--- src/rtl/rqts_pkg.sv ---
// Shared types and constants of the ready-queue thread scheduler.
package rqts_pkg;

    localparam int ID_W            = 6;
    localparam int DEF_MAX_THREADS = 64;

    typedef enum logic [2:0] {
        Q_NONE,
        Q_SEARCH,
        Q_APPEND,
        Q_PUSH,
        Q_POP,
        Q_REMOVE
    } q_op_t;

    typedef struct packed {
        q_op_t           op;
        logic [ID_W-1:0] key;
    } q_cmd_t;

    typedef struct packed {
        logic            found;
        logic            nonempty;
        logic [ID_W-1:0] head;
    } q_stat_t;

    typedef struct packed {
        logic append;
        logic push;
        logic shift_left;
    } cell_ctl_t;

endpackage

--- src/rtl/rqts_ram.sv ---
// Generic single-write, single-read RAM with a registered read port.
module rqts_ram #(
    parameter int WIDTH = 8,
    parameter int DEPTH = 64
)(
    input  logic                     clk,
    input  logic                     we,
    input  logic [$clog2(DEPTH)-1:0] waddr,
    input  logic [WIDTH-1:0]         wdata,
    input  logic [$clog2(DEPTH)-1:0] raddr,
    output logic [WIDTH-1:0]         rdata
);

    logic [WIDTH-1:0] mem [DEPTH];
    logic [WIDTH-1:0] rdata_reg;

    always_ff @(posedge clk)
    begin
        if (we)
        begin
            mem[waddr] <= wdata;
        end
        rdata_reg <= mem[raddr];
    end

    assign rdata = rdata_reg;

endmodule

--- src/rtl/rqts_cell.sv ---
// One slot of the ready deque: holds a thread id and takes it from a neighbour on a shift.
module rqts_cell
    import rqts_pkg::*;
#(
    parameter int IDX   = 0,
    parameter int CNT_W = 7
)(
    input  logic             clk,
    input  cell_ctl_t        ctl,
    input  logic [ID_W-1:0]  key,
    input  logic [CNT_W-1:0] count,
    input  logic [CNT_W-1:0] shift_from,
    input  logic [ID_W-1:0]  left_id,
    input  logic [ID_W-1:0]  right_id,
    output logic [ID_W-1:0]  id,
    output logic             match
);

    localparam logic [CNT_W-1:0] MY_POS = CNT_W'(IDX);

    logic [ID_W-1:0] id_reg;
    logic [ID_W-1:0] id_next;

    always_comb
    begin
        id_next = id_reg;
        if (ctl.append && (count == MY_POS))
        begin
            id_next = key;
        end
        else if (ctl.push)
        begin
            // The head cell sees the key on its left input.
            id_next = left_id;
        end
        else if (ctl.shift_left && (MY_POS >= shift_from))
        begin
            id_next = right_id;
        end
    end

    always_ff @(posedge clk)
    begin
        id_reg <= id_next;
    end

    assign id    = id_reg;
    assign match = (MY_POS < count) && (id_reg == key);

endmodule

--- src/rtl/rqts_queue.sv ---
// Ready deque built as a row of cells, with fill count and registered search result.
module rqts_queue
    import rqts_pkg::*;
#(
    parameter int MAX_THREADS = DEF_MAX_THREADS
)(
    input  logic    clk,
    input  logic    rst_n,
    input  q_cmd_t  cmd,
    output q_stat_t stat
);

    localparam int CNT_W = $clog2(MAX_THREADS + 1);
    localparam logic [CNT_W-1:0] CAPACITY = CNT_W'(MAX_THREADS);

    logic [ID_W-1:0]        cell_id [MAX_THREADS];
    logic [MAX_THREADS-1:0] match;
    logic [CNT_W-1:0]       count_reg, count_next;
    logic                   found_reg, found_next;
    logic [CNT_W-1:0]       pos_reg, pos_next;
    logic [CNT_W-1:0]       match_pos;
    logic [CNT_W-1:0]       shift_from;
    logic                   may_add;
    cell_ctl_t              ctl;

    // Ids in the deque are distinct, so at most one cell matches.
    always_comb
    begin
        match_pos = '0;
        for (int i = 0; i < MAX_THREADS; i++)
        begin
            if (match[i])
            begin
                match_pos = match_pos | CNT_W'(i);
            end
        end
    end

    assign may_add = !found_reg && (count_reg < CAPACITY);

    always_comb
    begin
        ctl        = '0;
        shift_from = '0;
        count_next = count_reg;
        found_next = found_reg;
        pos_next   = pos_reg;
        case (cmd.op)
            Q_SEARCH:
            begin
                found_next = |match;
                pos_next   = match_pos;
            end
            Q_APPEND:
            begin
                ctl.append = may_add;
                if (may_add)
                begin
                    count_next = count_reg + 1'b1;
                end
            end
            Q_PUSH:
            begin
                ctl.push = may_add;
                if (may_add)
                begin
                    count_next = count_reg + 1'b1;
                end
            end
            Q_POP:
            begin
                ctl.shift_left = (count_reg != '0);
                if (count_reg != '0)
                begin
                    count_next = count_reg - 1'b1;
                end
            end
            Q_REMOVE:
            begin
                ctl.shift_left = found_reg;
                shift_from     = pos_reg;
                if (found_reg)
                begin
                    count_next = count_reg - 1'b1;
                    found_next = 1'b0;
                end
            end
            default:
            begin
            end
        endcase
    end

    for (genvar i = 0; i < MAX_THREADS; i++)
    begin : g_cell
        logic [ID_W-1:0] left_w;
        logic [ID_W-1:0] right_w;

        if (i == 0)
        begin : g_head
            assign left_w = cmd.key;
        end
        else
        begin : g_body
            assign left_w = cell_id[i-1];
        end

        if (i == MAX_THREADS - 1)
        begin : g_tail
            assign right_w = '0;
        end
        else
        begin : g_inner
            assign right_w = cell_id[i+1];
        end

        rqts_cell #(
            .IDX   (i),
            .CNT_W (CNT_W)
        ) u_cell (
            .clk        (clk),
            .ctl        (ctl),
            .key        (cmd.key),
            .count      (count_reg),
            .shift_from (shift_from),
            .left_id    (left_w),
            .right_id   (right_w),
            .id         (cell_id[i]),
            .match      (match[i])
        );
    end

    always_ff @(posedge clk or negedge rst_n)
    begin
        if (!rst_n)
        begin
            count_reg <= '0;
            found_reg <= 1'b0;
            pos_reg   <= '0;
        end
        else
        begin
            count_reg <= count_next;
            found_reg <= found_next;
            pos_reg   <= pos_next;
        end
    end

    assign stat.found    = found_reg;
    assign stat.nonempty = (count_reg != '0);
    assign stat.head     = cell_id[0];

endmodule

--- src/rtl/ready_queue_thread_scheduler.sv ---
// Top level of the ready-queue thread scheduler: event sequencer, status table and deque.
//
// Each input transaction is one scheduler event and yields exactly one output transaction
// with the running thread, a switched flag and an error code. Events are handled one at a
// time by a sequencer, which steps around the per-thread status RAM, whose read is
// registered, and around the deque search, which is registered before an append or a
// removal. A new result waits in the sequencer until the previous one has left the output
// register. The deque is a row of cells that all shift together. Status entries read as
// their reset value until first written, so no clearing pass is needed. The next event is
// taken as soon as the result has been placed in the output register.
module ready_queue_thread_scheduler
    import rqts_pkg::*;
#(
    parameter int MAX_THREADS = DEF_MAX_THREADS
)(
    input  logic        clk,
    input  logic        rst_n,
    input  logic        s_axis_tvalid,
    output logic        s_axis_tready,
    input  logic [15:0] s_axis_tdata,  // [5:0] thread_id, [7:6] block_kind, [8] resched flag
    input  logic [2:0]  s_axis_tuser,  // [2:0] operation
    output logic        m_axis_tvalid,
    input  logic        m_axis_tready,
    output logic [15:0] m_axis_tdata,  // [5:0] running_id, [6] switched, [8:7] error
    input  logic        cfg_we,
    input  logic [5:0]  cfg_wdata
);

    localparam int ID_SPACE     = 2 ** ID_W;
    localparam int THREAD_SLOTS = (MAX_THREADS < ID_SPACE) ? MAX_THREADS : ID_SPACE;
    localparam int SLOT_W       = $clog2(THREAD_SLOTS);
    localparam int ST_W         = 3;
    localparam logic [ID_W:0] ID_LIMIT = (ID_W + 1)'(THREAD_SLOTS);
    localparam logic [ID_W-1:0] IDLE_RESET = ID_W'(1);

    typedef enum logic [2:0] {
        ST_RUNNING = 3'd0,
        ST_READY   = 3'd1,
        ST_BLOCKED = 3'd2,
        ST_WAITING = 3'd3,
        ST_HANGING = 3'd4,
        ST_DIED    = 3'd5
    } thread_status_t;

    typedef enum logic [2:0] {
        OP_SLICE_END = 3'd0,
        OP_BLOCK     = 3'd1,
        OP_UNBLOCK   = 3'd2,
        OP_YIELD     = 3'd3,
        OP_EXIT      = 3'd4,
        OP_CREATE    = 3'd5
    } event_op_t;

    typedef enum logic [1:0] {
        ERR_NONE        = 2'd0,
        ERR_QUEUED      = 2'd1,
        ERR_NOT_BLOCKED = 2'd2
    } err_t;

    typedef enum logic [3:0] {
        S_IDLE,
        S_RS_READ,
        S_RS_CHECK,
        S_CUR_APPEND,
        S_POP,
        S_EXIT_REMOVE,
        S_CREATE_APPEND,
        S_UNB_CHECK,
        S_DONE
    } state_t;

    function automatic thread_status_t block_status(input logic [1:0] kind);
        thread_status_t st;
        case (kind)
            2'd1:    st = ST_WAITING;
            2'd2:    st = ST_HANGING;
            default: st = ST_BLOCKED;
        endcase
        return st;
    endfunction

    state_t            state_reg, state_next;
    logic [ID_W-1:0]   cur_reg, cur_next;
    logic [ID_W-1:0]   idle_reg, idle_next;
    logic [ID_W-1:0]   tid_reg, tid_next;
    logic              need_reg, need_next;
    logic              force_reg, force_next;
    logic              sw_reg, sw_next;
    err_t              err_reg, err_next;
    logic              out_valid_reg, out_valid_next;
    logic [ID_W-1:0]   out_run_reg, out_run_next;
    logic              out_sw_reg, out_sw_next;
    err_t              out_err_reg, out_err_next;
    logic [THREAD_SLOTS-1:0] st_valid_reg;
    logic              rd_valid_reg;
    logic              rd_zero_reg;

    logic [ID_W-1:0]   in_tid;
    logic [1:0]        in_kind;
    logic              in_need;
    logic              tid_ok;
    logic              idle_ok;
    q_cmd_t            q_cmd;
    q_stat_t           q_stat;
    logic              st_we;
    logic [SLOT_W-1:0] st_waddr;
    thread_status_t    st_wdata;
    logic [SLOT_W-1:0] st_raddr;
    logic [ST_W-1:0]   st_rdata;
    thread_status_t    rd_status;
    logic              pick;
    logic [ID_W-1:0]   pick_id;

    assign in_tid  = s_axis_tdata[ID_W-1:0];
    assign in_kind = s_axis_tdata[ID_W+1:ID_W];
    assign in_need = s_axis_tdata[ID_W+2];
    assign tid_ok  = ({1'b0, in_tid} < ID_LIMIT);
    assign idle_ok = ({1'b0, idle_reg} < ID_LIMIT);

    // An entry never written still reads as its reset value.
    assign rd_status = rd_valid_reg ? thread_status_t'(st_rdata)
                                    : (rd_zero_reg ? ST_RUNNING : ST_DIED);

    always_comb
    begin
        state_next     = state_reg;
        cur_next       = cur_reg;
        idle_next      = cfg_we ? cfg_wdata : idle_reg;
        tid_next       = tid_reg;
        need_next      = need_reg;
        force_next     = force_reg;
        sw_next        = sw_reg;
        err_next       = err_reg;
        out_valid_next = out_valid_reg && !m_axis_tready;
        out_run_next   = out_run_reg;
        out_sw_next    = out_sw_reg;
        out_err_next   = out_err_reg;
        q_cmd.op       = Q_NONE;
        q_cmd.key      = cur_reg;
        st_we          = 1'b0;
        st_waddr       = cur_reg[SLOT_W-1:0];
        st_wdata       = ST_READY;
        st_raddr       = cur_reg[SLOT_W-1:0];
        pick           = 1'b0;
        pick_id        = cur_reg;

        unique case (state_reg)
            S_IDLE:
            begin
                st_raddr = in_tid[SLOT_W-1:0];
                if (s_axis_tvalid)
                begin
                    tid_next   = in_tid;
                    need_next  = in_need;
                    force_next = 1'b0;
                    sw_next    = 1'b0;
                    err_next   = ERR_NONE;
                    state_next = S_DONE;
                    unique case (s_axis_tuser)
                        OP_SLICE_END:
                        begin
                            state_next = S_RS_READ;
                        end
                        OP_BLOCK:
                        begin
                            st_we      = 1'b1;
                            st_wdata   = block_status(in_kind);
                            state_next = S_POP;
                        end
                        OP_YIELD:
                        begin
                            force_next = 1'b1;
                            state_next = S_RS_READ;
                        end
                        OP_UNBLOCK:
                        begin
                            if (tid_ok)
                            begin
                                q_cmd.op   = Q_SEARCH;
                                q_cmd.key  = in_tid;
                                state_next = S_UNB_CHECK;
                            end
                        end
                        OP_EXIT:
                        begin
                            if (tid_ok)
                            begin
                                st_we      = 1'b1;
                                st_waddr   = in_tid[SLOT_W-1:0];
                                st_wdata   = ST_DIED;
                                q_cmd.op   = Q_SEARCH;
                                q_cmd.key  = in_tid;
                                state_next = S_EXIT_REMOVE;
                            end
                        end
                        OP_CREATE:
                        begin
                            if (tid_ok)
                            begin
                                st_we      = 1'b1;
                                st_waddr   = in_tid[SLOT_W-1:0];
                                st_wdata   = ST_READY;
                                q_cmd.op   = Q_SEARCH;
                                q_cmd.key  = in_tid;
                                state_next = S_CREATE_APPEND;
                            end
                        end
                        default:
                        begin
                        end
                    endcase
                end
            end
            S_RS_READ:
            begin
                q_cmd.op   = Q_SEARCH;
                state_next = S_RS_CHECK;
            end
            S_RS_CHECK:
            begin
                // A yield requeues the current thread whatever its status.
                if ((rd_status == ST_RUNNING) || force_reg)
                begin
                    state_next = S_CUR_APPEND;
                end
                else
                begin
                    state_next = S_POP;
                end
            end
            S_CUR_APPEND:
            begin
                q_cmd.op   = Q_APPEND;
                st_we      = 1'b1;
                st_wdata   = ST_READY;
                state_next = S_POP;
            end
            S_POP:
            begin
                if (q_stat.nonempty)
                begin
                    q_cmd.op = Q_POP;
                    pick     = 1'b1;
                    pick_id  = q_stat.head;
                end
                else if (idle_ok)
                begin
                    pick    = 1'b1;
                    pick_id = idle_reg;
                end
                if (pick)
                begin
                    st_we    = 1'b1;
                    st_waddr = pick_id[SLOT_W-1:0];
                    st_wdata = ST_RUNNING;
                    cur_next = pick_id;
                    sw_next  = 1'b1;
                end
                state_next = S_DONE;
            end
            S_EXIT_REMOVE:
            begin
                q_cmd.op   = Q_REMOVE;
                state_next = need_reg ? S_RS_READ : S_DONE;
            end
            S_CREATE_APPEND:
            begin
                q_cmd.op   = Q_APPEND;
                q_cmd.key  = tid_reg;
                state_next = S_DONE;
            end
            S_UNB_CHECK:
            begin
                if ((rd_status != ST_BLOCKED) && (rd_status != ST_WAITING) &&
                    (rd_status != ST_HANGING))
                begin
                    err_next = ERR_NOT_BLOCKED;
                end
                else if (q_stat.found)
                begin
                    err_next = ERR_QUEUED;
                end
                else
                begin
                    st_we     = 1'b1;
                    st_waddr  = tid_reg[SLOT_W-1:0];
                    st_wdata  = ST_READY;
                    q_cmd.op  = Q_PUSH;
                    q_cmd.key = tid_reg;
                end
                state_next = S_DONE;
            end
            S_DONE:
            begin
                if (!out_valid_reg || m_axis_tready)
                begin
                    out_valid_next = 1'b1;
                    out_run_next   = cur_reg;
                    out_sw_next    = sw_reg;
                    out_err_next   = err_reg;
                    state_next     = S_IDLE;
                end
            end
            default:
            begin
                state_next = S_IDLE;
            end
        endcase
    end

    always_ff @(posedge clk or negedge rst_n)
    begin
        if (!rst_n)
        begin
            state_reg     <= S_IDLE;
            cur_reg       <= '0;
            idle_reg      <= IDLE_RESET;
            tid_reg       <= '0;
            need_reg      <= 1'b0;
            force_reg     <= 1'b0;
            sw_reg        <= 1'b0;
            err_reg       <= ERR_NONE;
            out_valid_reg <= 1'b0;
            out_run_reg   <= '0;
            out_sw_reg    <= 1'b0;
            out_err_reg   <= ERR_NONE;
            st_valid_reg  <= '0;
            rd_valid_reg  <= 1'b0;
            rd_zero_reg   <= 1'b0;
        end
        else
        begin
            state_reg     <= state_next;
            cur_reg       <= cur_next;
            idle_reg      <= idle_next;
            tid_reg       <= tid_next;
            need_reg      <= need_next;
            force_reg     <= force_next;
            sw_reg        <= sw_next;
            err_reg       <= err_next;
            out_valid_reg <= out_valid_next;
            out_run_reg   <= out_run_next;
            out_sw_reg    <= out_sw_next;
            out_err_reg   <= out_err_next;
            if (st_we)
            begin
                st_valid_reg[st_waddr] <= 1'b1;
            end
            rd_valid_reg  <= st_valid_reg[st_raddr];
            rd_zero_reg   <= (st_raddr == '0);
        end
    end

    rqts_ram #(
        .WIDTH (ST_W),
        .DEPTH (THREAD_SLOTS)
    ) u_status_ram (
        .clk   (clk),
        .we    (st_we),
        .waddr (st_waddr),
        .wdata (st_wdata),
        .raddr (st_raddr),
        .rdata (st_rdata)
    );

    rqts_queue #(
        .MAX_THREADS (MAX_THREADS)
    ) u_queue (
        .clk   (clk),
        .rst_n (rst_n),
        .cmd   (q_cmd),
        .stat  (q_stat)
    );

    assign s_axis_tready = (state_reg == S_IDLE);
    assign m_axis_tvalid = out_valid_reg;
    assign m_axis_tdata  = {7'b0, out_err_reg, out_sw_reg, out_run_reg};

    // Only one event is in flight, so a transaction is never followed straight by another.
    a_one_event_in_flight: assert property (@(posedge clk) disable iff (!rst_n)
        (s_axis_tvalid && s_axis_tready) |=> !s_axis_tready)
        else $error("scheduler accepted two events back to back");

    // A pick from a non-empty deque makes its head the running thread.
    a_pop_takes_head: assert property (@(posedge clk) disable iff (!rst_n)
        (state_reg == S_POP) && q_stat.nonempty |=> (cur_reg == $past(q_stat.head)))
        else $error("reschedule did not run the head of the ready deque");

    // Unblock never reschedules, so an error and a switch never come together.
    a_no_error_on_switch: assert property (@(posedge clk) disable iff (!rst_n)
        m_axis_tvalid |-> !(out_sw_reg && (out_err_reg != ERR_NONE)))
        else $error("result carries both a switch and an error");

endmodule
--- config.mk ---
export PLATFORM = sky130hd
export DESIGN_NAME = ready_queue_thread_scheduler
export DESIGN_NICKNAME = d
export VERILOG_FILES = /design/src/rtl/rqts_pkg.sv /design/src/rtl/rqts_ram.sv /design/src/rtl/rqts_cell.sv /design/src/rtl/rqts_queue.sv /design/src/rtl/ready_queue_thread_scheduler.sv
export SDC_FILE = /design/constraint.sdc
export NUM_CORES = 2
export LEC_CHECK = 0
export BUFFER_PORTS_ARGS = -buffer_cell sky130_fd_sc_hd__buf_2
export CORE_MARGIN = 8
export CORE_UTILIZATION = 29
export CTS_BUF_LIST = sky130_fd_sc_hd__clkbuf_8
export CTS_CLUSTER_SIZE = 8
export DETAILED_ROUTE_END_ITERATION = 12
export PLACE_DENSITY = 0.48
export SLEW_MARGIN = 20
export SYNTH_ARGS = -nofsm -noshare
export SYNTH_HDL_FRONTEND = slang
export SYNTH_SLANG_ARGS = --single-unit
--- constraint.sdc ---
create_clock -name clk -period 10.65 [get_ports clk]
set_input_delay 1.065 -clock clk [delete_from_list [all_inputs] [get_ports clk]]
set_output_delay 1.065 -clock clk [all_outputs]
set_load 0.005 [all_outputs]
; Yosys cells after proc, flatten, opt, wreduce, memory -nomap -nowiden
; Memories as Yosys holds them, arrays and structs flattened. A register that Yosys moved wholly into a read port is not among the register bits.
; Cells that the tools add are included.
[totals]
inputBits = 30
mem_bits_rw = 192
ff_bits = 502
memories = 1
elab_cells = 1274
output_inout_bits = 18
[mem_list]
columns = memory, words, word_bits, rd, rd_clocked_by_memory_dff, wr, line
row1 = u_status_ram.mem, 64, 3, 1, 1, 1, rqts_ram.sv:14  ; logic [WIDTH-1:0] mem [DEPTH];
[classes]
bitwise_logic = 1
n_reduce_logical = 287
muxes = 613
n_eq_ne = 156
magnitude_cmp = 132
add_sub_neg = 2
[op_table]
columns = cell, count
row1 = $mux 6, 442
row2 = $eq 6x6->1, 64
row3 = $eq 7x6->1 const B, 32
row4 = $ge 6x7->1 const A, 32
row5 = $lt 6x7->1 const A, 32
row6 = $logic_and 1x1->1, 197
row7 = $reduce_bool 3->1, 64
row8 = $mux 9, 17
row9 = $eq 7x5->1 const B, 16
row10 = $ge 5x7->1 const A, 16
row11 = $lt 5x7->1 const A, 16
row12 = $mux 4, 25
row13 = $mux 3, 27
row14 = $mux 5, 16
row15 = $or 64x64->64, 1
row16 = $reduce_or 64->1, 1
row17 = $eq 7x4->1 const B, 8
row18 = $ge 4x7->1 const A, 8
row19 = $lt 4x7->1 const A, 8
row20 = $mux 7, 8
row21 = $mux 1, 47
row22 = $pmux 6 s3, 2
row23 = $eq 7x3->1 const B, 4
row24 = $ge 3x7->1 const A, 4
row25 = other kinds (54), 104

; Logic depth before layout (Yosys ltp)
[depth]
ltp_word = 75
depth_mapped = 17
mapped_depth_nobuf = 13

; Worst setup path after synthesis
; No wires, ideal clock.
[synth_timing]
path_type = input port to flip-flop
from = input s_axis_tvalid
to = memory u_status_ram.mem[0][1] in the netlist's numbering (data pin)
setup_time_ns = 0.864
path_buffers = 2
arrival_ns = 5.253
t_required_ns = 9.786
path_slack_ns = 4.533
path_stages = 4
cell_sequence = clkbuf_1 -> nand2_1 -> clkbuf_1 -> nor4_1
[synth_via]
elab_chain_cells = 3
[synth_lines]
columns = element, line
row1 = "start, declared", ready_queue_thread_scheduler.sv:18  ; input logic s_axis_tvalid,
row2 = $mux 3, ready_queue_thread_scheduler.sv:151  ; if (s_axis_tvalid)
row3 = $mux 3, ready_queue_thread_scheduler.sv:147  ; unique case (state_reg)
row4 = $pmux 3 s3, ready_queue_thread_scheduler.sv:147
row5 = named net st_wdata[1], ready_queue_thread_scheduler.sv:107  ; thread_status_t st_wdata;
row6 = "end, declared", rqts_ram.sv:14
; The timed path passes the listed nets, and every way through them passes these cells. The select of a mux whose other input is x is not followed.

; Worst setup path in the final report
[layout_timing]
from = register state_reg[3]
to = register u_queue.g_cell[38].u_cell.id_reg[2], enable pin
[layout_via]
elab_chain_cells = 8
word_cells_on_any_way = 21
cone_classes = 1 x order compare / 10 x eq/ne / 5 x mux / 5 x reduce/logical
[layout_lines]
columns = element, line
row1 = "start, declared", ready_queue_thread_scheduler.sv:82  ; state_t state_reg, state_next;
row2 = "start signal, assigned", ready_queue_thread_scheduler.sv:333  ; state_reg <= state_next;
row3 = $eq 4x3->1 or $eq 4x2->1 (tied branches), ready_queue_thread_scheduler.sv:147
row4 = $reduce_or 2->1 (no line), --
row5 = $pmux 3 s6 (*), ready_queue_thread_scheduler.sv:147
row6 = $eq 3x3->1, rqts_queue.sv:48  ; case (cmd.op)
row7 = $mux 7, rqts_queue.sv:48
row8 = $ge 6x7->1, rqts_cell.sv:36  ; else if (ctl.shift_left && (MY_POS >= shift_from))
row9 = $logic_and 1x1->1, rqts_cell.sv:36
row10 = $reduce_bool 3->1 (no line) (*), --
row11 = "end signal, assigned", rqts_cell.sv:44  ; id_reg <= id_next;
row12 = "end, declared", rqts_cell.sv:21  ; logic [ID_W-1:0] id_reg;
; Every way passes the cells marked *; elsewhere a longest branch is shown, timed or not.
; A chain may end at the register's enable or synchronous reset.

==> impl_metrics.toml <==
[outcome]
status = "completed"

[synth]
synth_warnings = 0
avgSynthCellArea_um2 = 10.4
synth-seq-area-share_pct = 50.6
ys_ff_latch = 696
syn_area_um2 = 40100
postSynthCellCount = 3847
ys_types = 90
synth_edf_count = 576
ys_async_sr_fraction_pct = 16.8
ys.flop_type = "edfxtp_1"

[route]
drt_iter0_markers = 3036
vias = 30600
wl_per_cell_um = 25.1
ant_nets = 0
wl_um = 142000
drc = 0
dr.pass1.iters = 6
viasPerCell = 5.39

[layout]
largest_reg_flops = 384
design_area_um2 = 44300
multiInputGateArea_um2 = 18500
regArea_um2 = 20300
fill_cells = 13900
drive_gt1_share_pct = 11.9
area_growth_syn_to_layout_pct = 10.5
layout_commonest_cell = "nand2_1"
final_cell_mix = "nand2_1 (599), edfxtp_1 (576), xnor2_1 (346)"
nets = 3808

[timing]
fin_crit_ns = 6.05
finalCritPeriodShare_pct = 56.8
max_slew_margin_pct = 18.4
clock_skew_ns = 0.0945
worst_slew_pin_slew_ns = 1.22
setup_viol_count_final = 0
rsz0062_at_grt = "no"
fmax_ghz = 0.165
tns_ns = 0
hold_viol = 0
maxSlewViolCount = 0

[clock_tree]
cts_setup_buffers = 0
cts_resized = 0
clkTransAtPathRegs_ns = 0.06
clockRootBuffer = "clkbuf_8"
postCtsHoldBufs = 0
clock_sinks = 696
cts_tree = "yes"
clock_latency_ns = 0.88
numCtsBuffers = 121
cts-htree-levels = 3
clockBufferDepth = 3

[die]
fp.dieH_um = 388
die-area_um2 = 150000
die_w_um = 388
num_rows = 136
start_util_pct = 29.2
coreArea_um2 = 137000
io_pins = 48

[worst_setup_path]
critPathArrivalTime_ns = 6.50
crit_required_ns = 11.10
critPathMaxFanout = 20
rrSetupSlack_ns = 4.60
worst_setup_path_end_kind = "flop"
slowest_delay_ns = 0.77
slowest_stage = "nor2b_1"
crit_type = "flop to flop"
startpoint_type = "flop"
crit_path_cell_trace = "or4_4 > inv_2 > o211ai_2 > o21ai_0 > nor2_1 > nand2_1 > nor3b_1 > nor2b_1 > nand3_1 > o211ai_1"

[power_and_ir_drop]
ir_drop_mv = 0.224
cellPowerDensity_nw_per_um2 = 308
p_leak_nw = 15.2

[global_route]
grt_max_degree = 160
antenna_found_initial = 6
grt_pass1_wl_um = 208000
grtUsageTotal_pct = 18.1
grt_pass1_vias = 30200
overflow = 0

[placed_design]
gp_congestion = 0.986
placed_area_um2 = 41800
dp_hpwl_um = 97400
port_buffers = 33

[run]
drv_cap = 0

[min_path]
hold_path_class = "primary input to async pin"
## cells in the mapped netlist, types with 11 or more instances
master / count / share of area (%)
nand2b_1: 19 / 0.30
a22oi_1: 20 / 0.37
edfxtp_1: 576 / 43
nand2_1: 599 / 5.6
nor3_1: 27 / 0.34
dfrtp_1: 116 / 7.2
buf_4: 23 / 0.43
a31oi_1: 137 / 2.1
mux4_2: 64 / 3.6
nor2_1: 319 / 3.0
clkbuf_1: 187 / 1.8
nand4_1: 75 / 1.2
and2_1: 58 / 0.91
nand3_1: 57 / 0.71
nor4_1: 44 / 0.69
a211o_1: 11 / 0.24
o221ai_1: 12 / 0.26
o211ai_1: 22 / 0.41
buf_2: 31 / 0.39
a21o_1: 14 / 0.26
o21ai_0: 285 / 3.6
xnor2_1: 346 / 7.6
buf_6: 21 / 0.59
or2_2: 75 / 1.2
a211oi_1: 65 / 1.2
mux2i_1: 231 / 5.8
mux2_2: 17 / 0.48
inv_1: 18 / 0.17
a21oi_1: 140 / 1.7
a2111oi_0: 12 / 0.26
buf_1: 43 / 0.40
o22ai_1: 12 / 0.19
or3_1: 13 / 0.20
## kinds of logic after synthesis
kind of cell	after synthesis	synth area share, %
flip-flops	696	50.6
XOR/XNOR	353	7.77
multiplexers	312	9.85
AO/OA/AOI/OAI	822	12.8
other	1	0.00936
buffers and inverters	325	3.75
adder cells (fa/ha/maj)	6	0.187
AND/OR/NAND/NOR	1332	15.0
## final timing paths
kind                                  from                         endpoint  cells after the start
min                                  rst_n                 st_valid_reg[29]                      1
min in group clk           s_axis_tdata[8]                         need_reg                      2
max reg2reg                   state_reg[3]  u_queue.g_cell[38].u_cell.id[2]                     10
max                           state_reg[3]  u_queue.g_cell[38].u_cell.id[2]                     10
max in group asynchronous            rst_n               u_queue.pos_reg[0]                      2
min reg2reg                st_valid_reg[0]                  st_valid_reg[0]                      1
## per-layer routing
metal	wire length [µm]	GRT usage (%)	share of wire, %	vias up
li1	-	-	-	13900
met1	62600	24.8	44	15100
met2	63000	27.9	44	1225
met3	10300	3.45	7.2	335
met4	6470	7.59	4.5	4
met5	29	0	0.020	-
## per-stage QoR
step                worst slack [ns]  utilization (%)  power, W  hold slack, ns  instances
detailed placement              4.64             30.5    0.0111           0.448       5443
global placement                4.60             30.5    0.0111           0.444       5443
floorplan                       4.53                -   0.00886           0.434       3853
finish                          4.60             32.2    0.0137           0.153       5677
CTS                             4.76             32.2    0.0136           0.115       5672
global route                    4.35             32.2    0.0143           0.142       5676
## where the power goes
part | internal [W] | switching, W | total [W]
clock network | 0.00124 | 0.00125 | 0.00249
logic | 0.00226 | 0.00421 | 0.00647
registers | 0.00395 | 0.000748 | 0.00469
total | 0.00745 | 0.00620 | 0.0137
## critical path: cells and delay by family (launching register included)
family                 cells  cell delay (ns)
AND/OR/NAND/NOR            6             3.30
AO/OA/AOI/OAI              3             1.34
buffers and inverters      1             0.29
flip-flops                 1             0.69
## layout make-up
class                   count  area share, %
flip-flops and latches    696           45.8
repair buffers            101           1.68
clock inverters            89           1.12
multi-input cells        2832           41.8
diodes                      5         0.0283
clock buffers             140           4.35
inverters                  20          0.170
well taps                1794           5.07
Power figures use the tool's default switching activity.
